File: config.mk
export PLATFORM = sky130hd
export DESIGN_NAME = joystick_drive_command_core
export DESIGN_NICKNAME = d
export VERILOG_FILES = /design/src/jdc_pkg.sv /design/src/joystick_drive_command_core.sv
export SDC_FILE = /design/constraint.sdc
export NUM_CORES = 1
export LEC_CHECK = 0
export ABC_CLOCK_PERIOD_IN_PS = 11200
export BUFFER_PORTS_ARGS = -buffer_cell sky130_fd_sc_hd__buf_2
export CAP_MARGIN = 10
export CORE_MARGIN = 2
export CORE_UTILIZATION = 50
export DETAILED_ROUTE_END_ITERATION = 8
export PLACE_DENSITY = 0.67
export SLEW_MARGIN = 30
export SYNTH_ARGS = -nofsm -noshare
export SYNTH_HDL_FRONTEND = slang
export SYNTH_SLANG_ARGS = --single-unit
File: constraint.sdc
create_clock -name clk_i -period 11.2 [get_ports clk_i]
set_input_delay 0.56 -clock clk_i [delete_from_list [all_inputs] [get_ports clk_i]]
set_output_delay 0.56 -clock clk_i [all_outputs]
set_load 0.05 [all_outputs]
File: src/jdc_pkg.sv
// Shared constants for the joystick drive command block.
// Used by the core and by its port checker; depends on nothing.
package jdc_pkg;

  localparam int unsigned SAMPLE_BITS_DEF = 10;

  localparam int unsigned CFG_IDX_W  = 3;
  localparam int unsigned CFG_DATA_W = 10;
  localparam int unsigned CFG_W      = 10;
  localparam int unsigned SPEED_W    = 8;
  localparam int unsigned CMD_W      = 3;
  localparam int unsigned TGT_W      = 2;

  localparam int unsigned OUT_TDATA_W = 16;
  localparam int unsigned OUT_CMD_LSB = 0;
  localparam int unsigned OUT_SPD_LSB = 3;

  localparam logic [CMD_W-1:0] CMD_STOP  = 3'd0;
  localparam logic [CMD_W-1:0] CMD_FWD   = 3'd1;
  localparam logic [CMD_W-1:0] CMD_BACK  = 3'd2;
  localparam logic [CMD_W-1:0] CMD_LEFT  = 3'd3;
  localparam logic [CMD_W-1:0] CMD_RIGHT = 3'd4;
  localparam logic [CMD_W-1:0] CMD_OPEN  = 3'd5;
  localparam logic [CMD_W-1:0] CMD_CLOSE = 3'd6;

  localparam logic [TGT_W-1:0] TGT_DRIVE = 2'd0;
  localparam logic [TGT_W-1:0] TGT_ARM   = 2'd1;
  localparam logic [TGT_W-1:0] TGT_GRIP  = 2'd2;

  localparam logic [CFG_IDX_W-1:0] REG_ENABLE     = 3'd0;
  localparam logic [CFG_IDX_W-1:0] REG_CENTER_X   = 3'd1;
  localparam logic [CFG_IDX_W-1:0] REG_CENTER_Y   = 3'd2;
  localparam logic [CFG_IDX_W-1:0] REG_DEAD_BAND  = 3'd3;
  localparam logic [CFG_IDX_W-1:0] REG_SPEED_STEP = 3'd4;
  localparam logic [CFG_IDX_W-1:0] REG_ARM_RATE   = 3'd5;

  localparam logic [CFG_W-1:0]   CENTER_RST     = 10'd512;
  localparam logic [CFG_W-1:0]   DEAD_BAND_RST  = 10'd100;
  localparam logic [SPEED_W-1:0] SPEED_STEP_RST = 8'd20;
  localparam logic [SPEED_W-1:0] ARM_RATE_RST   = 8'd200;

  localparam logic [SPEED_W-1:0] SPEED_MAX = 8'd255;
  localparam int unsigned        Y_MARGIN  = 10;

endpackage

File: src/joystick_drive_command_core.sv
// Joystick drive command core: maps stick frames to drive, arm and gripper commands.
// Depends on jdc_pkg. A frame beat passes S_PREP, S_SCALE, the 8-step restoring divider
// and S_DECIDE before S_EMIT; the divider is skipped when the speed is zero or saturated.
// Further results of a frame follow one per cycle while the output is not stalled; a
// frame taken while disabled is dropped and gives no result.
// Reset (async, active low) restores the register defaults and a stopped, open state.
module joystick_drive_command_core #(
  parameter int unsigned SAMPLE_BITS = jdc_pkg::SAMPLE_BITS_DEF
) (
  input  logic                                   clk_i,
  input  logic                                   rst_ni,
  input  logic                                   s_axis_tvalid_i,
  output logic                                   s_axis_tready_o,
  // motor_x, motor_y, arm_x, arm_y, grip_closed, zero padding
  input  logic [((4*SAMPLE_BITS+8)/8)*8-1:0]     s_axis_tdata_i,
  output logic                                   m_axis_tvalid_o,
  input  logic                                   m_axis_tready_i,
  // command[2:0], speed[10:3], zero padding
  output logic [jdc_pkg::OUT_TDATA_W-1:0]        m_axis_tdata_o,
  // target
  output logic [jdc_pkg::TGT_W-1:0]              m_axis_tuser_o,
  output logic                                   m_axis_tlast_o,
  input  logic                                   cfg_valid_i,
  output logic                                   cfg_ready_o,
  input  logic [jdc_pkg::CFG_IDX_W-1:0]          cfg_index_i,
  input  logic [jdc_pkg::CFG_DATA_W-1:0]         cfg_data_i
);

  localparam int unsigned CW = jdc_pkg::CFG_W;
  localparam int unsigned SW = jdc_pkg::SPEED_W;
  localparam int unsigned AW = (SAMPLE_BITS > CW) ? SAMPLE_BITS : CW;
  localparam int unsigned NW = AW + SW;
  localparam logic [AW+1:0] FULL_SCALE = (AW+2)'((1 << SAMPLE_BITS) - 1);

  localparam logic [2:0] S_IDLE   = 3'd0;
  localparam logic [2:0] S_PREP   = 3'd1;
  localparam logic [2:0] S_SCALE  = 3'd2;
  localparam logic [2:0] S_DIV    = 3'd3;
  localparam logic [2:0] S_DECIDE = 3'd4;
  localparam logic [2:0] S_EMIT   = 3'd5;

  // Returns the sign of sample minus center in the top bit and the magnitude below it.
  function automatic logic [AW:0] abs_dev(input logic [SAMPLE_BITS-1:0] s,
                                          input logic [CW-1:0] c);
    logic [AW:0] d;
    logic [AW:0] m;
    d = (AW+1)'(s) - (AW+1)'(c);
    m = d[AW] ? (AW+1)'(-d) : d;
    return {d[AW], m[AW-1:0]};
  endfunction

  function automatic logic [jdc_pkg::CMD_W-1:0] stick_dir(input logic [AW:0] xv,
                                                          input logic [AW:0] yv,
                                                          input logic [CW-1:0] dz);
    logic [AW-1:0]              xa;
    logic [AW-1:0]              ya;
    logic [AW-1:0]              dze;
    logic [AW:0]                xm;
    logic [jdc_pkg::CMD_W-1:0]  dir;
    xa  = xv[AW-1:0];
    ya  = yv[AW-1:0];
    dze = AW'(dz);
    xm  = {1'b0, xa} + (AW+1)'(jdc_pkg::Y_MARGIN);
    dir = jdc_pkg::CMD_STOP;
    if (xa > dze || ya > dze) begin
      if ({1'b0, ya} > xm) begin
        if (ya > dze) begin
          dir = yv[AW] ? jdc_pkg::CMD_BACK : jdc_pkg::CMD_FWD;
        end
      end else if (xa > dze) begin
        dir = xv[AW] ? jdc_pkg::CMD_RIGHT : jdc_pkg::CMD_LEFT;
      end
    end
    return dir;
  endfunction

  logic [2:0]                state_q, state_d;
  logic [2:0]                cnt_q, cnt_d;
  logic [2:0]                pend_q, pend_d;
  logic                      out_valid_q, out_valid_d;

  logic                      enable_q;
  logic [CW-1:0]             center_x_q, center_y_q, dead_band_q;
  logic [SW-1:0]             speed_step_q, arm_rate_q;

  logic [jdc_pkg::CMD_W-1:0] ddir_now_q, ddir_now_d, ddir_sent_q, ddir_sent_d;
  logic [SW-1:0]             dspd_now_q, dspd_now_d, dspd_sent_q, dspd_sent_d;
  logic [jdc_pkg::CMD_W-1:0] adir_now_q, adir_now_d;
  logic                      grip_now_q, grip_now_d;

  logic [SAMPLE_BITS-1:0]    mx_q, my_q, ax_q, ay_q;
  logic                      grip_q;
  logic [jdc_pkg::CMD_W-1:0] ddir_q, ddir_d, adir_q, adir_d;
  logic [AW-1:0]             dev_q, dev_d, den_q, den_d;
  logic                      zero_q, zero_d, sat_q, sat_d;
  logic [NW-1:0]             rem_q, rem_d, dsh_q, dsh_d;
  logic [SW-1:0]             quo_q, quo_d;
  logic [jdc_pkg::CMD_W-1:0] out_cmd_q, out_cmd_d;
  logic [SW-1:0]             out_spd_q, out_spd_d;
  logic [jdc_pkg::TGT_W-1:0] out_tgt_q, out_tgt_d;
  logic                      out_last_q, out_last_d;

  logic                      load_in;
  logic [AW:0]               mxd, myd, axd, ayd;
  logic [CW-1:0]             cmax;
  logic [AW+1:0]             rng;
  logic [AW-1:0]             excess;
  logic [NW-1:0]             num;
  logic                      ge;
  logic                      dchg, dsend;
  logic [SW-1:0]             sdiff;
  logic [2:0]                pend_nx;
  logic                      out_free;

  assign s_axis_tready_o = (state_q == S_IDLE);
  assign cfg_ready_o     = 1'b1;
  assign load_in         = s_axis_tvalid_i && s_axis_tready_o && enable_q;

  assign mxd  = abs_dev(mx_q, center_x_q);
  assign myd  = abs_dev(my_q, center_y_q);
  assign axd  = abs_dev(ax_q, center_x_q);
  assign ayd  = abs_dev(ay_q, center_y_q);
  assign cmax = (center_x_q > center_y_q) ? center_x_q : center_y_q;
  assign rng  = FULL_SCALE - (AW+2)'(cmax) - (AW+2)'(dead_band_q);

  assign excess = dev_q - AW'(dead_band_q);
  assign num    = {excess, {SW{1'b0}}} - NW'(excess);
  assign ge     = (rem_q >= dsh_q);

  assign dchg  = (ddir_q != ddir_now_q) || (quo_q != dspd_now_q);
  assign sdiff = (quo_q > dspd_sent_q) ? (quo_q - dspd_sent_q) : (dspd_sent_q - quo_q);
  assign dsend = dchg && ((ddir_q != ddir_sent_q) || (sdiff >= speed_step_q));

  assign pend_nx  = pend_q & (pend_q - 3'd1);
  assign out_free = !out_valid_q || m_axis_tready_i;

  always_comb begin
    state_d     = state_q;
    cnt_d       = cnt_q;
    pend_d      = pend_q;
    out_valid_d = out_valid_q && !m_axis_tready_i;
    ddir_now_d  = ddir_now_q;
    dspd_now_d  = dspd_now_q;
    ddir_sent_d = ddir_sent_q;
    dspd_sent_d = dspd_sent_q;
    adir_now_d  = adir_now_q;
    grip_now_d  = grip_now_q;
    ddir_d      = ddir_q;
    adir_d      = adir_q;
    dev_d       = dev_q;
    den_d       = den_q;
    zero_d      = zero_q;
    sat_d       = sat_q;
    rem_d       = rem_q;
    dsh_d       = dsh_q;
    quo_d       = quo_q;
    out_cmd_d   = out_cmd_q;
    out_spd_d   = out_spd_q;
    out_tgt_d   = out_tgt_q;
    out_last_d  = out_last_q;
    unique case (state_q)
      S_IDLE: begin
        if (load_in) begin
          state_d = S_PREP;
        end
      end
      S_PREP: begin
        ddir_d  = stick_dir(mxd, myd, dead_band_q);
        adir_d  = stick_dir(axd, ayd, dead_band_q);
        dev_d   = (mxd[AW-1:0] > myd[AW-1:0]) ? mxd[AW-1:0] : myd[AW-1:0];
        zero_d  = (mxd[AW-1:0] <= AW'(dead_band_q)) && (myd[AW-1:0] <= AW'(dead_band_q));
        sat_d   = rng[AW+1] || (rng == '0);
        den_d   = rng[AW-1:0];
        state_d = S_SCALE;
      end
      S_SCALE: begin
        if (zero_q) begin
          quo_d   = '0;
          state_d = S_DECIDE;
        end else if (sat_q || (num >= {den_q, {SW{1'b0}}})) begin
          quo_d   = jdc_pkg::SPEED_MAX;
          state_d = S_DECIDE;
        end else begin
          rem_d   = num;
          dsh_d   = {1'b0, den_q, {(SW-1){1'b0}}};
          quo_d   = '0;
          cnt_d   = 3'd7;
          state_d = S_DIV;
        end
      end
      S_DIV: begin
        quo_d = {quo_q[SW-2:0], ge};
        rem_d = ge ? (rem_q - dsh_q) : rem_q;
        dsh_d = dsh_q >> 1;
        cnt_d = cnt_q - 3'd1;
        if (cnt_q == 3'd0) begin
          state_d = S_DECIDE;
        end
      end
      S_DECIDE: begin
        if (dchg) begin
          ddir_now_d = ddir_q;
          dspd_now_d = quo_q;
        end
        if (dsend) begin
          ddir_sent_d = ddir_q;
          dspd_sent_d = quo_q;
        end
        adir_now_d = adir_q;
        grip_now_d = grip_q;
        pend_d     = {grip_q != grip_now_q, adir_q != adir_now_q, dsend};
        state_d    = (dsend || (adir_q != adir_now_q) || (grip_q != grip_now_q))
                     ? S_EMIT : S_IDLE;
      end
      S_EMIT: begin
        if (out_free) begin
          out_valid_d = 1'b1;
          out_last_d  = (pend_nx == 3'd0);
          pend_d      = pend_nx;
          if (pend_q[0]) begin
            out_tgt_d = jdc_pkg::TGT_DRIVE;
            out_cmd_d = ddir_sent_q;
            out_spd_d = dspd_sent_q;
          end else if (pend_q[1]) begin
            out_tgt_d = jdc_pkg::TGT_ARM;
            out_cmd_d = adir_now_q;
            out_spd_d = (adir_now_q == jdc_pkg::CMD_STOP) ? '0 : arm_rate_q;
          end else begin
            out_tgt_d = jdc_pkg::TGT_GRIP;
            out_cmd_d = grip_now_q ? jdc_pkg::CMD_CLOSE : jdc_pkg::CMD_OPEN;
            out_spd_d = '0;
          end
          if (pend_nx == 3'd0) begin
            state_d = S_IDLE;
          end
        end
      end
      default: begin
        state_d = S_IDLE;
      end
    endcase
  end

  always_ff @(posedge clk_i or negedge rst_ni) begin
    if (!rst_ni) begin
      state_q      <= S_IDLE;
      cnt_q        <= '0;
      pend_q       <= '0;
      out_valid_q  <= 1'b0;
      enable_q     <= 1'b0;
      center_x_q   <= jdc_pkg::CENTER_RST;
      center_y_q   <= jdc_pkg::CENTER_RST;
      dead_band_q  <= jdc_pkg::DEAD_BAND_RST;
      speed_step_q <= jdc_pkg::SPEED_STEP_RST;
      arm_rate_q   <= jdc_pkg::ARM_RATE_RST;
      ddir_now_q   <= jdc_pkg::CMD_STOP;
      dspd_now_q   <= '0;
      ddir_sent_q  <= jdc_pkg::CMD_STOP;
      dspd_sent_q  <= '0;
      adir_now_q   <= jdc_pkg::CMD_STOP;
      grip_now_q   <= 1'b0;
    end else begin
      state_q     <= state_d;
      cnt_q       <= cnt_d;
      pend_q      <= pend_d;
      out_valid_q <= out_valid_d;
      ddir_now_q  <= ddir_now_d;
      dspd_now_q  <= dspd_now_d;
      ddir_sent_q <= ddir_sent_d;
      dspd_sent_q <= dspd_sent_d;
      adir_now_q  <= adir_now_d;
      grip_now_q  <= grip_now_d;
      if (cfg_valid_i && cfg_ready_o) begin
        unique case (cfg_index_i)
          jdc_pkg::REG_ENABLE:     enable_q     <= cfg_data_i[0];
          jdc_pkg::REG_CENTER_X:   center_x_q   <= cfg_data_i[CW-1:0];
          jdc_pkg::REG_CENTER_Y:   center_y_q   <= cfg_data_i[CW-1:0];
          jdc_pkg::REG_DEAD_BAND:  dead_band_q  <= cfg_data_i[CW-1:0];
          jdc_pkg::REG_SPEED_STEP: speed_step_q <= cfg_data_i[SW-1:0];
          jdc_pkg::REG_ARM_RATE:   arm_rate_q   <= cfg_data_i[SW-1:0];
          default: begin
          end
        endcase
      end
    end
  end

  always_ff @(posedge clk_i) begin
    if (load_in) begin
      mx_q   <= s_axis_tdata_i[0 +: SAMPLE_BITS];
      my_q   <= s_axis_tdata_i[SAMPLE_BITS +: SAMPLE_BITS];
      ax_q   <= s_axis_tdata_i[2*SAMPLE_BITS +: SAMPLE_BITS];
      ay_q   <= s_axis_tdata_i[3*SAMPLE_BITS +: SAMPLE_BITS];
      grip_q <= s_axis_tdata_i[4*SAMPLE_BITS];
    end
    ddir_q     <= ddir_d;
    adir_q     <= adir_d;
    dev_q      <= dev_d;
    den_q      <= den_d;
    zero_q     <= zero_d;
    sat_q      <= sat_d;
    rem_q      <= rem_d;
    dsh_q      <= dsh_d;
    quo_q      <= quo_d;
    out_cmd_q  <= out_cmd_d;
    out_spd_q  <= out_spd_d;
    out_tgt_q  <= out_tgt_d;
    out_last_q <= out_last_d;
  end

  assign m_axis_tvalid_o = out_valid_q;
  assign m_axis_tdata_o  = {{(jdc_pkg::OUT_TDATA_W - jdc_pkg::CMD_W - SW){1'b0}},
                            out_spd_q, out_cmd_q};
  assign m_axis_tuser_o  = out_tgt_q;
  assign m_axis_tlast_o  = out_last_q;

endmodule

==> metrics <==
vias in the first global route=12000; CP endpoint kind=flop; most frequent cell after synthesis=ha_1; io pins=88; RSZ-0062 raised after global routing=false; Routed WL=37.9 mm; Reg area=5870 um^2; Max Clock Skew=0.0111 ns; Syn Inst Count=1654; worst setup path category=flop to flop; Die Y=183 um; core box area=31600 um^2; clk root buf=clkbuf_16; register area share after synthesis=0.366; path type of the worst min-delay path=input pin to flop; largest cells by area after synthesis=edfxtp_1, ha_1, dfrtp_1, xnor2_1, o21ai_0; CTS buffer count=25; startpoint types=flop; maxcap violations=0; antenna diode count=0; Die Wd=183 um; CTS tree=built; Multi-input gate area=9450 um^2; DRT iter0 DRCs=726; Yosys cell types=89; Worst-Margin Slew=0.897 ns; mapped cell area=16000 um^2; WP data required=11.36 ns; Tot GR Track Use=0.229; clock sinks=209; syn avg cell area=9.69 um^2; Synth area leader=edfxtp_1; Synth Flop Type=edfxtp_1; H-tree levels=1; Synth top cells by count=ha_1, inv_1, nand2_1, edfxtp_1, o21ai_0; Fill cells=2807; vias per cell=5.70; Yosys top cell area share=0.236; Nets=2004; first-pass detailed-route iteration total=5; Worst Path Arrival=6.93 ns; number of flops mapped to enable cells by yosys=126; postcts setup bufs=0; Initial Util=0.508; Max FO, Critical Path=18; initial antenna violation count=0; # rows=65; setup TNS=0 ns; GRT overflow=0; status=finished, final reports clean; Worst slew margin=0.400; FMAX=148 MHz; share of cells above drive strength 1=0.121; flops & latches, synth=209; largest net degree at the start of global routing=75; clock transition at the registers of the reported paths=0.06 ns; Syn. warnings=0; CTS Buffer Depth=3; DIE AREA=33500 um^2; first-pass GRT wire length=61.2 mm; fin crit share=0.604; fin crit period=6.77 ns; clock latency on the worst-skew pair=0.54 ns; dpl hpwl=29.1 mm; final hold vios=0; endpoints failing setup=0; Final Wtd Congestion=0.920; number of I/O port buffers=74; Area growth syn-to-layout=10.6%; Async SR Flop Fraction=0.397; wire length per cell=17.6 um; max-slew violations=0; final cell utilization of the core=0.562; # DRC=0; DR vias=12300; antenna-violating nets left=0
==> state kept, by name (all words and copies together), names as in the netlist, 10 cells and up <==
signal,count
den_q,10
my_q,10
rem_q,18
dsh_q,17
ax_q,10
center_x_q,10
dev_q,10
ay_q,10
dead_band_q,10
mx_q,10
center_y_q,10
==> final timing paths <==
kind,start,endpoint,slack [ns],cells after the start
worst max-delay path,dead_band_q[1],rem_q[2],4.43,24
worst min-delay path,s_axis_tdata_i[27],ax_q[7],0.19,1
worst max register to register,dead_band_q[1],rem_q[2],4.43,24
worst min register to register,cnt_q[0],cnt_q[0],0.47,1
max in group asynchronous,rst_ni,center_y_q[5],9.89,3
min in group asynchronous,rst_ni,dspd_sent_q[6],0.39,2
==> placed cells by master (no fill, tap or decap), types with 26 or more instances in the layout <==
cell type  synthesis  layout
o21ai_0          122     122
nor2_1            96      94
inv_1            150     150
a21oi_1          115     114
xor2_1            65      65
a21o_1            46      46
nand2_1          128     128
dfrtp_1           73      73
xnor2_1           78      78
nor2b_1           28      27
mux2_2            48      48
ha_1             200     200
buf_2              6      73
clkbuf_16          0      26
edfxtp_1         126     126
==> routing by layer <==
layer / GRT usage / up-vias / wire [um] / share of wire
li1: - / 6101 / - / -
met4: 0.0790 / 0 / 1310 / 0.035
met1: 0.306 / 5814 / 17500 / 0.46
met2: 0.388 / 267 / 17700 / 0.47
met3: 0.0224 / 72 / 1400 / 0.037
met5: 0 / - / 0 / 0
==> logic make-up (layout without fill, tap and decap cells) <==
| group | Yosys count | in the layout | synth area share |
|---|---|---|---|
| compound gates | 419 | 419 | 0.166 |
| simple gates | 415 | 415 | 0.127 |
| fa+ha+maj | 209 | 209 | 0.167 |
| flops | 209 | 209 | 0.366 |
| buf+inv | 191 | 281 | 0.0472 |
| xor+xnor | 148 | 148 | 0.0832 |
| mux | 61 | 61 | 0.0418 |
| other cells | 2 | 6 | 0.000469 |
==> metrics by stage <==
stage / hold WS [ns] / std cells / instance area (um^2) / setup WS, ns
2_1_floorplan: 0.264 / 1658 / 16000 / 5.36
3_3_place_gp: 0.397 / 2103 / 16800 / 4.69
3_5_place_dp: 0.397 / 2103 / 16800 / 4.47
4_1_cts: 0.177 / 2150 / 17700 / 4.45
5_1_grt: 0.180 / 2150 / 17700 / 4.00
6_report: 0.191 / 2150 / 17700 / 4.43
==> critical path, stage by stage (launching register included) <==
cell,delay (ns)
dfrtp_1,0.38
inv_1,0.36
ha_1,0.31
nor2b_1,0.13
o21a_1,0.21
o31a_1,0.28
o21ai_0,0.34
o21bai_1,0.12
a21oi_1,0.18
xnor2_1,0.18
inv_1,0.08
ha_1,0.34
inv_1,0.08
or2_2,0.12
nor2_1,0.04
nor2_1,0.35
nand3_1,0.15
xnor2_1,0.26
ha_1,0.29
a21o_1,0.19
a211o_1,0.29
a221oi_1,0.28
o311ai_1,0.30
or3_1,0.43
nand2_1,0.69
==> what timing repair did <==
item,in CTS,in global routing
hold buffers,1,0
resized for setup,0,0
endpoints found under the setup margin,0,0
hold endpoints to repair,7,0
==> cell type report <==
class / count / area share
Sequential cell: 209 / 0.331
Multi-Input combinational cell: 1258 / 0.533
Tap cell: 402 / 0.0284
Clock inverter: 14 / 0.0105
Inverter: 151 / 0.0320
Timing Repair Buffer: 84 / 0.0256
Clock buffer: 32 / 0.0391
Power is not shown: default switching activity piles up to over one toggle a cycle in this logic, so the estimate is an artifact.
